`config.mk`:
```
export PLATFORM = sky130hd
export DESIGN_NAME = keyboard_scancode_decoder_top
export DESIGN_NICKNAME = d
export VERILOG_FILES = /design/src/ksd_pkg.sv /design/src/ksd_front.sv /design/src/ksd_queue.sv /design/src/ksd_back.sv /design/src/keyboard_scancode_decoder_top.sv
export SDC_FILE = /design/constraint.sdc
export NUM_CORES = 1
export LEC_CHECK = 0
export ABC_AREA = 1
export ABC_CLOCK_PERIOD_IN_PS = 5850
export BUFFER_PORTS_ARGS = -buffer_cell sky130_fd_sc_hd__buf_2
export CORE_MARGIN = 10
export CORE_UTILIZATION = 41
export CTS_CLUSTER_SIZE = 28
export DETAILED_ROUTE_END_ITERATION = 7
export SETUP_SLACK_MARGIN = 0.15
export SYNTH_ARGS = -nofsm -noshare
export SYNTH_HDL_FRONTEND = slang
export SYNTH_SLANG_ARGS = --single-unit
```
`constraint.sdc`:
```
create_clock -name clk -period 5.85 [get_ports clk]
set_clock_uncertainty 0.2 [all_clocks]
set_input_delay 1.4625 -clock clk [delete_from_list [all_inputs] [get_ports clk]]
set_output_delay 1.4625 -clock clk [all_outputs]
set_load 0.02 [all_outputs]
```
`src/ksd_pkg.sv`:
```
// ksd_pkg: shared types, scan code constants and key tables for the
// keyboard scan code decoder. No dependencies; used by every module in src.
package ksd_pkg;

    // Result word kinds
    typedef enum logic [2:0] {
        K_CHAR  = 3'd0,
        K_KBD   = 3'd1,
        K_BEEP  = 3'd2,
        K_NACK  = 3'd3,
        K_STRAY = 3'd4
    } kind_t;

    // LED command handshake phase
    typedef enum logic [1:0] {
        PH_IDLE     = 2'd0,
        PH_DEFAULTS = 2'd1,
        PH_ED_ACK   = 2'd2,
        PH_LED_ACK  = 2'd3
    } phase_t;

    // Table select
    localparam logic [1:0] MAP_PLAIN = 2'd0;
    localparam logic [1:0] MAP_SHIFT = 2'd1;
    localparam logic [1:0] MAP_CTRL  = 2'd2;

    // Scan codes and bytes
    localparam logic [7:0] SC_BEEP_LO   = 8'h00;
    localparam logic [7:0] SC_BEEP_HI   = 8'hff;
    localparam logic [7:0] SC_ACK       = 8'hfa;
    localparam logic [7:0] SC_NACK      = 8'hfe;
    localparam logic [7:0] SC_CTRL_MK   = 8'h1d;
    localparam logic [7:0] SC_CTRL_BRK  = 8'h9d;
    localparam logic [7:0] SC_LSHIFT_MK = 8'h2a;
    localparam logic [7:0] SC_RSHIFT_MK = 8'h36;
    localparam logic [7:0] SC_LSHIFT_BK = 8'haa;
    localparam logic [7:0] SC_RSHIFT_BK = 8'hb6;
    localparam logic [7:0] SC_CAPS      = 8'h3a;
    localparam logic [7:0] SC_NUM       = 8'h45;
    localparam logic [7:0] SC_SCROLL    = 8'h46;
    localparam logic [7:0] MAP_LIMIT    = 8'h60;
    localparam logic [7:0] CMD_SET_LEDS = 8'hed;
    localparam logic [7:0] CHAR_ESC     = 8'h1b;
    localparam logic [7:0] NO_CHAR      = 8'hff;

    // Lock bit positions
    localparam logic [2:0] LOCK_SCROLL = 3'b001;
    localparam logic [2:0] LOCK_NUM    = 3'b010;
    localparam logic [2:0] LOCK_CAPS   = 3'b100;

    localparam int MAP_DEPTH = 96;

    typedef struct packed {
        kind_t      kind;
        logic [7:0] value;
    } result_t;

    // Everything one scan byte produces: up to three result words
    typedef struct packed {
        logic [1:0]        count;
        result_t [2:0]     slot;
    } plan_t;

    localparam logic [7:0] KEYMAP_PLAIN [MAP_DEPTH] = '{
        8'o377, 8'o033, 8'o061, 8'o062, 8'o063, 8'o064, 8'o065, 8'o066,
        8'o067, 8'o070, 8'o071, 8'o060, 8'o055, 8'o075, 8'o010, 8'o011,
        8'o161, 8'o167, 8'o145, 8'o162, 8'o164, 8'o171, 8'o165, 8'o151,
        8'o157, 8'o160, 8'o133, 8'o135, 8'o012, 8'o377, 8'o141, 8'o163,
        8'o144, 8'o146, 8'o147, 8'o150, 8'o152, 8'o153, 8'o154, 8'o073,
        8'o047, 8'o140, 8'o377, 8'o134, 8'o172, 8'o170, 8'o143, 8'o166,
        8'o142, 8'o156, 8'o155, 8'o054, 8'o056, 8'o057, 8'o377, 8'o052,
        8'o377, 8'o040, 8'o377, 8'o321, 8'o322, 8'o323, 8'o324, 8'o325,
        8'o326, 8'o327, 8'o330, 8'o331, 8'o332, 8'o377, 8'o377, 8'o310,
        8'o301, 8'o306, 8'o055, 8'o304, 8'o377, 8'o303, 8'o053, 8'o305,
        8'o302, 8'o307, 8'o311, 8'o177, 8'o377, 8'o377, 8'o377, 8'o377,
        8'o377, 8'o377, 8'o377, 8'o377, 8'o377, 8'o377, 8'o377, 8'o377
    };

    localparam logic [7:0] KEYMAP_SHIFT [MAP_DEPTH] = '{
        8'o377, 8'o033, 8'o041, 8'o100, 8'o043, 8'o044, 8'o045, 8'o136,
        8'o046, 8'o052, 8'o050, 8'o051, 8'o137, 8'o053, 8'o377, 8'o377,
        8'o121, 8'o127, 8'o105, 8'o122, 8'o124, 8'o131, 8'o125, 8'o111,
        8'o117, 8'o120, 8'o173, 8'o175, 8'o012, 8'o377, 8'o101, 8'o123,
        8'o104, 8'o106, 8'o107, 8'o110, 8'o112, 8'o113, 8'o114, 8'o072,
        8'o042, 8'o176, 8'o377, 8'o174, 8'o132, 8'o130, 8'o103, 8'o126,
        8'o102, 8'o116, 8'o115, 8'o074, 8'o076, 8'o077, 8'o377, 8'o052,
        8'o377, 8'o040, 8'o377, 8'o377, 8'o377, 8'o377, 8'o377, 8'o377,
        8'o377, 8'o377, 8'o377, 8'o377, 8'o377, 8'o377, 8'o377, 8'o067,
        8'o070, 8'o071, 8'o055, 8'o064, 8'o065, 8'o066, 8'o053, 8'o061,
        8'o062, 8'o063, 8'o060, 8'o056, 8'o377, 8'o377, 8'o377, 8'o377,
        8'o377, 8'o377, 8'o377, 8'o377, 8'o377, 8'o377, 8'o377, 8'o377
    };

    localparam logic [7:0] KEYMAP_CTRL [MAP_DEPTH] = '{
        8'o377, 8'o377, 8'o377, 8'o000, 8'o377, 8'o377, 8'o377, 8'o036,
        8'o377, 8'o377, 8'o377, 8'o377, 8'o037, 8'o377, 8'o377, 8'o377,
        8'o021, 8'o027, 8'o005, 8'o022, 8'o024, 8'o031, 8'o025, 8'o011,
        8'o017, 8'o020, 8'o033, 8'o035, 8'o012, 8'o377, 8'o001, 8'o023,
        8'o004, 8'o006, 8'o007, 8'o010, 8'o012, 8'o013, 8'o014, 8'o377,
        8'o377, 8'o377, 8'o377, 8'o034, 8'o032, 8'o030, 8'o003, 8'o026,
        8'o002, 8'o016, 8'o015, 8'o377, 8'o377, 8'o377, 8'o377, 8'o377,
        8'o377, 8'o000, 8'o377, 8'o377, 8'o377, 8'o377, 8'o377, 8'o377,
        8'o377, 8'o377, 8'o377, 8'o377, 8'o377, 8'o377, 8'o377, 8'o377,
        8'o377, 8'o377, 8'o377, 8'o377, 8'o377, 8'o377, 8'o377, 8'o377,
        8'o377, 8'o377, 8'o377, 8'o377, 8'o377, 8'o377, 8'o377, 8'o377,
        8'o377, 8'o377, 8'o377, 8'o377, 8'o377, 8'o377, 8'o377, 8'o377
    };

    // Caps lock applies to these keys
    function automatic logic is_letter(input logic [6:0] code);
        is_letter = (code >= 7'h10 && code <= 7'h19) ||
                    (code >= 7'h1e && code <= 7'h26) ||
                    (code >= 7'h2c && code <= 7'h32);
    endfunction

    // Num lock applies to the keypad
    function automatic logic is_keypad(input logic [6:0] code);
        is_keypad = (code >= 7'h47 && code <= 7'h49) ||
                    (code >= 7'h4b && code <= 7'h4d) ||
                    (code >= 7'h4f && code <= 7'h53);
    endfunction

    // Caller keeps code below MAP_LIMIT
    function automatic logic [7:0] keymap_lookup(input logic [1:0] sel,
                                                 input logic [6:0] code);
        logic [7:0] ch;
        case (sel)
            MAP_PLAIN: ch = KEYMAP_PLAIN[code];
            MAP_SHIFT: ch = KEYMAP_SHIFT[code];
            MAP_CTRL:  ch = KEYMAP_CTRL[code];
            default:   ch = NO_CHAR;
        endcase
        keymap_lookup = ch;
    endfunction

endpackage

```
`src/ksd_front.sv`:
```
// ksd_front: accepts scan bytes, keeps modifier, lock and LED handshake state,
// and turns each byte into a plan of up to three result words. Uses ksd_pkg.
module ksd_front
(
    input  logic            clk,
    input  logic            rst_n,
    input  logic            push,
    input  logic            q_full,
    input  logic [7:0]      scan_byte,
    input  logic            timeout_error,
    input  logic            parity_error,
    output logic            q_push,
    output ksd_pkg::plan_t  q_data
);

    logic                ctrl_reg, ctrl_next;
    logic                shift_reg, shift_next;
    logic [2:0]          lock_reg, lock_next;
    logic [2:0]          sent_reg, sent_next;
    logic                known_reg, known_next;
    ksd_pkg::phase_t     phase_reg, phase_next;

    always_ff @(posedge clk or negedge rst_n)
    begin
        if (!rst_n)
        begin
            ctrl_reg  <= 1'b0;
            shift_reg <= 1'b0;
            lock_reg  <= 3'd0;
            sent_reg  <= 3'd0;
            known_reg <= 1'b0;
            phase_reg <= ksd_pkg::PH_DEFAULTS;
        end
        else
        begin
            ctrl_reg  <= ctrl_next;
            shift_reg <= shift_next;
            lock_reg  <= lock_next;
            sent_reg  <= sent_next;
            known_reg <= known_next;
            phase_reg <= phase_next;
        end
    end

    always_comb
    begin
        logic            item_ok;
        logic [1:0]      n;
        logic [1:0]      sel;
        logic            flip;
        logic [7:0]      ch;
        ksd_pkg::plan_t  plan;

        ctrl_next  = ctrl_reg;
        shift_next = shift_reg;
        lock_next  = lock_reg;
        sent_next  = sent_reg;
        known_next = known_reg;
        phase_next = phase_reg;
        plan       = '0;
        n          = 2'd0;
        sel        = ksd_pkg::MAP_PLAIN;
        flip       = 1'b0;
        ch         = ksd_pkg::NO_CHAR;

        // bytes with a receive error are taken and dropped
        item_ok = push && !q_full && !timeout_error && !parity_error;

        if (item_ok)
        begin
            unique case (scan_byte) inside
                ksd_pkg::SC_BEEP_LO, ksd_pkg::SC_BEEP_HI:
                begin
                    plan.slot[n] = '{kind: ksd_pkg::K_BEEP, value: 8'h00};
                    n = n + 2'd1;
                end
                ksd_pkg::SC_ACK:
                begin
                    if (phase_reg == ksd_pkg::PH_ED_ACK)
                    begin
                        phase_next = ksd_pkg::PH_LED_ACK;
                        plan.slot[n] = '{kind: ksd_pkg::K_KBD, value: {5'd0, sent_reg}};
                        n = n + 2'd1;
                    end
                    else
                    begin
                        if (phase_reg == ksd_pkg::PH_IDLE)
                        begin
                            plan.slot[n] = '{kind: ksd_pkg::K_STRAY, value: 8'h00};
                            n = n + 2'd1;
                        end
                        phase_next = ksd_pkg::PH_IDLE;
                    end
                end
                ksd_pkg::SC_NACK:
                begin
                    plan.slot[n] = '{kind: ksd_pkg::K_NACK, value: 8'h00};
                    n = n + 2'd1;
                    phase_next = ksd_pkg::PH_IDLE;
                end
                ksd_pkg::SC_CTRL_MK:  ctrl_next = 1'b1;
                ksd_pkg::SC_CTRL_BRK: ctrl_next = 1'b0;
                ksd_pkg::SC_LSHIFT_MK, ksd_pkg::SC_RSHIFT_MK: shift_next = 1'b1;
                ksd_pkg::SC_LSHIFT_BK, ksd_pkg::SC_RSHIFT_BK: shift_next = 1'b0;
                ksd_pkg::SC_CAPS:   lock_next = lock_reg ^ ksd_pkg::LOCK_CAPS;
                ksd_pkg::SC_NUM:    lock_next = lock_reg ^ ksd_pkg::LOCK_NUM;
                ksd_pkg::SC_SCROLL: lock_next = lock_reg ^ ksd_pkg::LOCK_SCROLL;
                default:
                begin
                    if (scan_byte < ksd_pkg::MAP_LIMIT)
                    begin
                        flip = ((|(lock_reg & ksd_pkg::LOCK_CAPS)) &&
                                ksd_pkg::is_letter(scan_byte[6:0])) ||
                               ((|(lock_reg & ksd_pkg::LOCK_NUM)) &&
                                ksd_pkg::is_keypad(scan_byte[6:0]));
                        if (ctrl_reg)
                            sel = ksd_pkg::MAP_CTRL;
                        else
                            sel = {1'b0, shift_reg ^ flip};
                        ch = ksd_pkg::keymap_lookup(sel, scan_byte[6:0]);
                        if (ch != ksd_pkg::NO_CHAR)
                        begin
                            // high-bit entries go out as an escape pair
                            if (ch[7])
                            begin
                                plan.slot[n] = '{kind: ksd_pkg::K_CHAR,
                                                 value: ksd_pkg::CHAR_ESC};
                                n = n + 2'd1;
                            end
                            plan.slot[n] = '{kind: ksd_pkg::K_CHAR, value: {1'b0, ch[6:0]}};
                            n = n + 2'd1;
                        end
                    end
                end
            endcase

            // start an LED update when the locks moved or none was sent yet, and no command is open
            if ((!known_reg || sent_reg != lock_next) && phase_next == ksd_pkg::PH_IDLE)
            begin
                sent_next  = lock_next;
                known_next = 1'b1;
                phase_next = ksd_pkg::PH_ED_ACK;
                plan.slot[n] = '{kind: ksd_pkg::K_KBD, value: ksd_pkg::CMD_SET_LEDS};
                n = n + 2'd1;
            end
        end

        plan.count = n;
        q_data     = plan;
        q_push     = item_ok && (n != 2'd0);
    end

endmodule

```
`src/ksd_queue.sv`:
```
// ksd_queue: short register queue of result plans between front and back.
// Uses ksd_pkg for the plan type.
module ksd_queue
#(
    parameter int DEPTH = 4
)
(
    input  logic            clk,
    input  logic            rst_n,
    input  logic            push,
    input  ksd_pkg::plan_t  wr_data,
    output logic            full,
    input  logic            pop,
    output ksd_pkg::plan_t  rd_data,
    output logic            empty
);

    localparam int AW = (DEPTH > 1) ? $clog2(DEPTH) : 1;
    localparam int CW = $clog2(DEPTH + 1);
    localparam logic [AW-1:0] LAST_PTR = AW'(DEPTH - 1);
    localparam logic [CW-1:0] FULL_CNT = CW'(DEPTH);

    ksd_pkg::plan_t  entry_reg [DEPTH];
    logic [AW-1:0]   wr_ptr_reg, wr_ptr_next;
    logic [AW-1:0]   rd_ptr_reg, rd_ptr_next;
    logic [CW-1:0]   cnt_reg, cnt_next;
    logic            do_push, do_pop;

    assign full    = (cnt_reg == FULL_CNT);
    assign empty   = (cnt_reg == '0);
    assign do_push = push && !full;
    assign do_pop  = pop && !empty;
    assign rd_data = entry_reg[rd_ptr_reg];

    always_comb
    begin
        wr_ptr_next = wr_ptr_reg;
        rd_ptr_next = rd_ptr_reg;
        cnt_next    = cnt_reg;
        if (do_push)
            wr_ptr_next = (wr_ptr_reg == LAST_PTR) ? '0 : wr_ptr_reg + AW'(1);
        if (do_pop)
            rd_ptr_next = (rd_ptr_reg == LAST_PTR) ? '0 : rd_ptr_reg + AW'(1);
        if (do_push && !do_pop)
            cnt_next = cnt_reg + CW'(1);
        else if (do_pop && !do_push)
            cnt_next = cnt_reg - CW'(1);
    end

    always_ff @(posedge clk or negedge rst_n)
    begin
        if (!rst_n)
        begin
            wr_ptr_reg <= '0;
            rd_ptr_reg <= '0;
            cnt_reg    <= '0;
        end
        else
        begin
            wr_ptr_reg <= wr_ptr_next;
            rd_ptr_reg <= rd_ptr_next;
            cnt_reg    <= cnt_next;
        end
    end

    always_ff @(posedge clk)
    begin
        if (do_push)
            entry_reg[wr_ptr_reg] <= wr_data;
    end

endmodule

```
`src/ksd_back.sv`:
```
// ksd_back: takes plans from the queue and issues their result words one per
// cycle through an output register while it is free or popped. Uses ksd_pkg.
module ksd_back
(
    input  logic            clk,
    input  logic            rst_n,
    input  logic            q_empty,
    input  ksd_pkg::plan_t  q_data,
    output logic            q_pop,
    output logic            empty,
    input  logic            pop,
    output logic [2:0]      kind,
    output logic [7:0]      value,
    output logic            last
);

    ksd_pkg::plan_t    plan_reg, plan_next;
    logic              plan_valid_reg, plan_valid_next;
    logic [1:0]        idx_reg, idx_next;
    logic              out_valid_reg, out_valid_next;
    ksd_pkg::result_t  out_reg, out_next;
    logic              last_reg, last_next;

    logic              out_free, issue, slot_last;

    assign out_free  = !out_valid_reg || pop;
    assign issue     = plan_valid_reg && out_free;
    assign slot_last = (idx_reg + 2'd1) == plan_reg.count;
    assign q_pop     = !q_empty && (!plan_valid_reg || (issue && slot_last));

    always_comb
    begin
        plan_next       = plan_reg;
        plan_valid_next = plan_valid_reg;
        idx_next        = idx_reg;
        out_valid_next  = out_valid_reg;
        out_next        = out_reg;
        last_next       = last_reg;

        if (issue)
        begin
            out_valid_next = 1'b1;
            out_next       = plan_reg.slot[idx_reg];
            last_next      = slot_last;
            idx_next       = idx_reg + 2'd1;
            if (slot_last)
                plan_valid_next = 1'b0;
        end
        else if (pop)
        begin
            out_valid_next = 1'b0;
        end

        if (q_pop)
        begin
            plan_next       = q_data;
            plan_valid_next = 1'b1;
            idx_next        = 2'd0;
        end
    end

    always_ff @(posedge clk or negedge rst_n)
    begin
        if (!rst_n)
        begin
            plan_valid_reg <= 1'b0;
            idx_reg        <= 2'd0;
            out_valid_reg  <= 1'b0;
        end
        else
        begin
            plan_valid_reg <= plan_valid_next;
            idx_reg        <= idx_next;
            out_valid_reg  <= out_valid_next;
        end
    end

    always_ff @(posedge clk)
    begin
        plan_reg <= plan_next;
        out_reg  <= out_next;
        last_reg <= last_next;
    end

    assign empty = !out_valid_reg;
    assign kind  = out_reg.kind;
    assign value = out_reg.value;
    assign last  = last_reg;

endmodule

```
`src/keyboard_scancode_decoder_top.sv`:
```
// keyboard_scancode_decoder_top: PS/2 set-1 scan byte decoder with LED update
// handshake. Instantiates ksd_front, ksd_queue and ksd_back; uses ksd_pkg.
//
// Usage:
//   Input side is a queue write port: drive scan_byte with its timeout_error
//   and parity_error flags and raise push; the word is taken on a clock edge
//   with push high and full low. Bytes flagged with an error are taken and
//   dropped without results.
//   Output side is a queue read port: while empty is low, kind/value/last
//   show the oldest result word; it is taken on an edge with pop high.
//   One scan byte yields zero to three words (ESC prefix, character, LED
//   command byte); last marks the final word of a byte.
// Timing:
//   The front decodes and updates key state in the cycle a byte is taken, so
//   a new byte can be taken every cycle while the plan queue has room.
//   Plans pass the queue and the back end's plan register; the back end
//   issues one word per cycle to the output register while pop keeps up.
//   Sustained rate is set by the output side: words per byte, plus pop stalls.
// Stalls and reset:
//   When pop is held low the output register holds its word, the queue fills,
//   and full rises once QUEUE_DEPTH word-carrying bytes wait behind the back end.
//   Reset (rst_n low) empties the queue, clears modifiers and locks, and arms
//   the handshake to wait for the keyboard's defaults ack; the first ack or
//   nack after that starts an LED update.
module keyboard_scancode_decoder_top
#(
    parameter int QUEUE_DEPTH = 4
)
(
    input  logic        clk,
    input  logic        rst_n,
    input  logic        push,
    output logic        full,
    input  logic [7:0]  scan_byte,
    input  logic        timeout_error,
    input  logic        parity_error,
    output logic        empty,
    input  logic        pop,
    output logic [2:0]  kind,
    output logic [7:0]  value,
    output logic        last
);

    // front -> queue
    logic            fq_push;
    ksd_pkg::plan_t  fq_data;
    logic            q_full;

    // queue -> back
    logic            q_empty;
    logic            q_pop;
    ksd_pkg::plan_t  q_data;

    // input side stalls only on a full plan queue
    assign full = q_full;

    ksd_front u_front
    (
        .clk           (clk),
        .rst_n         (rst_n),
        .push          (push),
        .q_full        (q_full),
        .scan_byte     (scan_byte),
        .timeout_error (timeout_error),
        .parity_error  (parity_error),
        .q_push        (fq_push),
        .q_data        (fq_data)
    );

    ksd_queue
    #(
        .DEPTH (QUEUE_DEPTH)
    )
    u_queue
    (
        .clk     (clk),
        .rst_n   (rst_n),
        .push    (fq_push),
        .wr_data (fq_data),
        .full    (q_full),
        .pop     (q_pop),
        .rd_data (q_data),
        .empty   (q_empty)
    );

    ksd_back u_back
    (
        .clk     (clk),
        .rst_n   (rst_n),
        .q_empty (q_empty),
        .q_data  (q_data),
        .q_pop   (q_pop),
        .empty   (empty),
        .pop     (pop),
        .kind    (kind),
        .value   (value),
        .last    (last)
    );

endmodule
```
### After elaboration in Yosys (flattened, before gate mapping)

Memory sizes are Yosys's and may differ from the RTL's. A register that Yosys moved wholly into a read port is not among the register bits.
Index checks and enable logic that the tools add are counted.

* add/subtract/negate cells: 7
* magnitude comparators: 19
* equality and inequality tests: 21
* muxes and demuxes: 70
* bitwise operators: 8
* reduce and logical (&&, ||, !) cells: 61

Operators with widths (count)
* 33-bit 2-to-1 mux: 4
* 11-bit 2-to-1 mux: 10
* 8-bit 2-to-1 mux: 9
* 8-bit == test (second input constant): 6
* 11-bit demux with 2-bit select: 2
* 22-bit 2-to-1 mux: 2
* 11-bit one-hot mux with 4 select lines: 1
* 2-bit 2-to-1 mux: 21
* 33-bit bitwise mux: 1
* 8-bit by 6-bit == test with 1-bit output (second input constant): 3
* 8-bit one-hot mux with 3 select lines: 1
* 11-bit binary-select mux with 2-bit select: 1
* 1-bit logical AND: 22
* 7-bit greater-or-equal comparator (second input constant): 3
* 7-bit <= comparator (second input constant): 3
* 21-bit bitwise OR: 1
* 8-bit by 7-bit == test with 1-bit output (second input constant): 2
* 7-bit by 5-bit greater-or-equal comparator with 1-bit output (second input constant): 2
* 7-bit by 6-bit <= comparator with 1-bit output (second input constant): 2
* 2-bit nonzero test: 7
* 13-bit OR reduction: 1
* 12-bit AND: 1
* 12-bit NOT: 1
* 2-bit by 1-bit adder with 2-bit output (second input constant): 5
* other kinds (34): 75

* bits in registers: 34
* bits in writable memories: 140
* memory bits (read-only): 3072
* input bits: 14
* output and inout port bits: 14
* logic and storage cells: 205
* memories: 4

Memory list
* (name not given): depth 128, bits a word 8, read ports 1, clocked after Yosys merged registers in 0, wr ports 0, RTL line ksd_pkg.sv:128 `MAP_PLAIN: ch = KEYMAP_PLAIN[code];`
* (name not given): depth 128, bits a word 8, read ports 1, clocked after Yosys merged registers in 0, wr ports 0, RTL line ksd_pkg.sv:129 `MAP_SHIFT: ch = KEYMAP_SHIFT[code];`
* (name not given): depth 128, bits a word 8, read ports 1, clocked after Yosys merged registers in 0, wr ports 0, RTL line ksd_pkg.sv:130 `MAP_CTRL: ch = KEYMAP_CTRL[code];`
* u_queue.entry_reg: depth 4, bits a word 35, read ports 1, clocked after Yosys merged registers in 1, wr ports 1, RTL line ksd_queue.sv:23 `ksd_pkg::plan_t entry_reg [DEPTH];`

### Longest topological paths before layout

* depth in word-level cells: 36
* depth in mapped cells: 30
* mapped depth without buffers: 29

### By module

Synthesis repeated with hierarchy kept, for this count alone.

* cells, all modules: 1217
* area total of the unflattened synthesis: 11290.8 µm²

Modules (own cells, without submodules)
* ksd_queue: instances 1, cells an instance 469, area an instance 6014.5 µm², seq. area each 4379.2 µm²
* ksd_front: instances 1, cells an instance 619, area an instance 3300.7 µm², seq. area each 276.5 µm²
* ksd_back: instances 1, cells an instance 129, area an instance 1975.6 µm², seq. area each 1511.4 µm²

### Worst setup path after synthesis

OpenSTA, ideal clock, no wires.

* path type: input to register
* start: in scan_byte[0]
* end: reg u_queue.cnt_reg[2]
* setup time: 0.131 ns
* data arrival time: 5.001 ns
* data required time: 5.519 ns
* slack: 0.518 ns
* stages: 28
* buffers on the path: 1
* cell sequence: buf_2 -> inv_2 -> ha_1 -> nand2_1 -> inv_1 -> nor2_1 -> o21ai_0 -> a21oi_1 -> a21oi_1 -> nand2_1 -> nand2_1 -> nand3_1 -> nand3_1 -> nand2_1 -> nor2_1 -> nand2_2 -> nand2_2 -> nor2_4 -> inv_1 -> ha_1 -> or2_4 -> nand3_4 -> ha_1 -> inv_1 -> fa_1 -> a21oi_1 -> o21ai_0 -> xor2_1

* cells in the longest elaborated chain, start to end: 35
* elaborated cells between the ends (all ways): 93
* those cells by class: 2 x add/sub; 13 x order compare; 16 x eq/ne; 30 x mux; 2 x bitwise; 27 x reduce/logical; 3 x memory

RTL lines
* start: declaration: RTL line keyboard_scancode_decoder_top.sv:34 `input logic [7:0] scan_byte,`
* 7-bit by 5-bit greater-or-equal comparator with 1-bit output (tied with other cells): RTL line ksd_pkg.sv:111 `is_letter = (code >= 7'h10 && code <= 7'h19) ||`
* 1-bit logical AND (on tied branches)
* 1-bit logical OR (on tied branches): RTL line ksd_pkg.sv:111, ksd_pkg.sv:118
* 1-bit logical OR (on tied branches): RTL line ksd_pkg.sv:112, ksd_pkg.sv:119
* 1-bit logical AND (on tied branches): RTL line ksd_front.sv:112, ksd_front.sv:114
* 1-bit logical OR: RTL line ksd_front.sv:113 `ksd_pkg::is_letter(scan_byte[6:0])) ||`
* 1-bit bitwise XOR: RTL line ksd_front.sv:119 `sel = {1'b0, shift_reg ^ flip};`
* 2-bit 2-to-1 mux: RTL line ksd_front.sv:116 `if (ctrl_reg)`
* (+20 left out)
* 2-bit 2-to-1 mux (*): RTL line ksd_front.sv:69 `if (item_ok)`
* 2-bit nonzero test (*): RTL line ksd_front.sv:150 `q_push = item_ok && (n != 2'd0);`
* 1-bit logical AND (*): RTL line ksd_front.sv:150
* 1-bit logical AND (*): RTL line ksd_queue.sv:31 `assign do_push = push && !full;`
* named net u_queue.do_push: RTL line ksd_queue.sv:27 `logic do_push, do_pop;`
* 1-bit zero test: RTL line ksd_queue.sv:46 `else if (do_pop && !do_push)`
* 1-bit logical AND: RTL line ksd_queue.sv:46
* 2-bit nonzero test (no line)
* end signal: assignment: RTL line ksd_queue.sv:62 `cnt_reg <= cnt_next;`
* end: declaration: RTL line ksd_queue.sv:26 `logic [CW-1:0] cnt_reg, cnt_next;`

The timed path passes the listed nets; every way through them passes the cells marked *. The select of a mux whose other input is x is not followed.
A chain may end at the register's enable or synchronous reset.

### Final worst setup path

* start: in scan_byte[1]
* end: reg u_queue.cnt_reg[2]

Same word-level chain as after synthesis.

==> flow_metrics.tcl <==
set metrics [dict create \
    r2r-start "u_front.ctrl_reg$_DFFE_PN0P_" \
    synth_area_um2 8253 \
    drt-initial-drc-count 682 \
    clk_latency_ps 420 \
    antenna_cells 0 \
    cp.arrival_ps 5510 \
    power_w 0.003722 \
    num_rows 51 \
    crit_buf_inv 4 \
    hp-class "register to register" \
    drc 0 \
    slew_viol_final 0 \
    ff2ff_setup_slack_ps 2020 \
    cts_sinks 144 \
    synth_nets 986 \
    grt_pass1_vias 7019 \
    nets 1056 \
    die_height_um 161.9 \
    die-area_um2 26200 \
    ys_async_sr_fraction_pct 15.28 \
    hold_violations 0 \
    worst_hold_startpoint "u_front.known_reg$_DFFE_PN0P_" \
    clock.fmax_mhz 184.6 \
    power_per_cell_area_nw_per_um2 385.6 \
    via_count 7142 \
    cp_slowest_stage_delay_ps 420 \
    crit_slowest_cell "fa_1" \
    relSlewSlack_pct 49.53 \
    syn_inst 948 \
    rsz0062_at_grt "no" \
    clk_path_buf_depth 2 \
    grt_max_degree 48 \
    critPathTopFamily "simple AND/OR/NAND/NOR gates" \
    clockRootBuffer "clkbuf_16" \
    fin_ws_ps 432.4 \
    boundaryPins 28 \
    drive_above_1_share_pct 16.49 \
    synth_edf_count 122 \
    status "finished clean" \
    power.switching_w 0.001289 \
    p_comb_share_pct 31.2 \
    initial_core_util_pct 41.99 \
    yosysSeqAreaShare_pct 51.08 \
    grt.overflow.total 0 \
    dr.pass1.iters 6 \
    cts-htree-levels 4 \
    ant_nets 0 \
    dp_hpwl_mm 17.34 \
    whs_endpoint "u_front.known_reg$_DFFE_PN0P_" \
    drv_cap 0 \
    clk_pin_slew_ps 60 \
    synth_top_area_share_pct 44.39 \
    vias_per_cell 5.511 \
    worstSetupPathType "input port to register" \
    rr_worst_depth 18 \
    ir_worst_vdd_mv 0.1891 \
    final_common_cell "nand2_1" \
    ys_top_cells_by_area "edfxtp_1 44%, nand2_1 9.2%, dfrtp_1 6.4%" \
    die_w_um 161.9 \
    wl_per_cell_um 18.11 \
    hold_buffers 0 \
    io_buffers 27 \
    synth.lib_cells_used.distinct 50 \
    routed_wl_mm 23.47 \
    grt_antenna_before_repair 0 \
    fin_crit_ps 5418 \
    p_leak_nw 4.014 \
    avgSynthCellArea_um2 8.706 \
    p_int_w 0.002433 \
    synth_seq_cells 144 \
    gp_congestion 1.007 \
    yosysTopAreaCell "edfxtp_1" \
    start_kind "input port" \
    fin_setup_tns_ps 0 \
    setup_viol 0 \
    pre_cts_slack_ps -30.92 \
    tritoncts "done" \
    grt_use_total_pct 17.86 \
    area_growth_pct 16.96 \
    fillers 1877 \
    timing.rr.end "u_queue.cnt_reg[2]$_DFFE_PN0P_" \
    cp.required_ps 5950 \
    worst_setup_path_end_kind "register" \
    switching_share_pct 34.64 \
    seq_power_share_pct 40.5 \
    ys_warn_count 0 \
    hold_depth 2 \
    numCtsBuffers 17 \
    ys.flop_type "edfxtp_1" \
    most-common-layout-cells "202 x nand2_1, 122 x edfxtp_1, 119 x nor2_1" \
    critPathMaxFanout 7 \
    final_core_util_pct 49.12 \
    clkPwrFrac_pct 28.2 \
    largest_reg_flops 88 \
    worst_pin_slew_ps 756.3 \
    fin_crit_sh_pct 92.61 \
    core_um2 19650 \
    grt_pass1_wl_mm 37.49 \
]
power by group through the flow:
stage	clock [W]	sequential, W	combinational (W)
after floorplan	0	0.00157	0.000728
after global placement	0	0.00153	0.00115
after detailed placement	0	0.00153	0.00117
after CTS	0.00107	0.00151	0.00117
after global routing	0.00112	0.00153	0.00130
final	0.00105	0.00151	0.00116
through the flow:
step,hold slack (ps),instance area (um^2),instances
4_1_cts,252.8,9612,1292
3_5_place_dp,237.9,9026,1260
6_report,252.9,9653,1296
3_3_place_gp,241.1,9026,1260
2_1_floorplan,221.6,8253,948
5_1_grt,296.5,9653,1296
metal layers:
metal | vias to the layer above | GRT usage, % | wire (um)
met5 | - | 0 | 0
met4 | 0 | 10.46 | 1231
met3 | 97 | 3.286 | 1475
li1 | 3421 | - | -
met1 | 3293 | 20.96 | 9487
met2 | 331 | 29.99 | 11270
how the worst max path moves through the flow:
stage	start	endpoint	slack, ps	depth (start not counted)
detailed placement	scan_byte[1]	u_queue.cnt_reg[2]$_DFFE_PN0P_	-30	27
global route	scan_byte[1]	u_queue.cnt_reg[2]$_DFFE_PN0P_	140	30
finish	scan_byte[1]	u_queue.cnt_reg[2]$_DFFE_PN0P_	430	26
floorplan	scan_byte[0]	u_queue.cnt_reg[2]$_DFFE_PN0P_	520	28
global placement	scan_byte[1]	u_queue.cnt_reg[2]$_DFFE_PN0P_	-170	27
CTS	scan_byte[1]	u_queue.cnt_reg[2]$_DFFE_PN0P_	410	27
area by class of cell:
type	count	area, um^2	area share [%]
Sequential cell	144	4215	43.67
Timing Repair Buffer	87	648.1	6.714
Clock buffer	17	425.4	4.407
Clock inverter	15	160.2	1.659
Tap cell	265	331.6	3.435
Inverter	84	319.1	3.305
Multi-Input combinational cell	684	3553	36.81
synthesized netlist by cell type (2+ instances only):
master,n
inv_1,68
edfxtp_1,122
nor3_1,12
nand2_4,3
nand2_2,13
o21ai_1,4
a31oi_1,3
o21ai_0,97
nand3_4,3
buf_2,10
o211ai_1,11
xnor2_1,2
nand3b_1,2
o31ai_1,3
clkbuf_1,19
nor2_2,5
buf_6,3
clkinv_1,6
nand3_1,64
nand2_1,202
o2111ai_1,3
a22o_1,2
nor2_4,4
dfrtp_1,21
buf_4,4
nand4_1,20
a211oi_1,5
a21oi_1,35
nor3b_1,2
o22ai_1,24
inv_2,10
o21ai_2,2
xor2_1,5
nor2_1,121
ha_1,23
worst min-delay path, delay by kind of cell, from the launching register on:
family                 cells  cell delay, ps
buffers and inverters      1              50
AND/OR/NAND/NOR            1              60
flip-flops                 1             320
repair_timing:
item / in CTS / in global routing
gates resized for setup: 0 / 3
endpoints found under the setup margin: 0 / 2
buffers inserted: 0 / 4
hold endpoints to repair: 0 / 0
cell families (layout without fill, tap and decap cells):
group	Yosys count	in the layout	share of synthesized area (%)
fa+ha+maj	24	24	3.730
xor+xnor	7	7	0.7429
compound gates	195	195	13.46
buf+inv	120	203	6.064
mux	1	1	0.1364
simple gates	457	457	24.79
flops	144	144	51.08
Power figures use the tool's default switching activity.
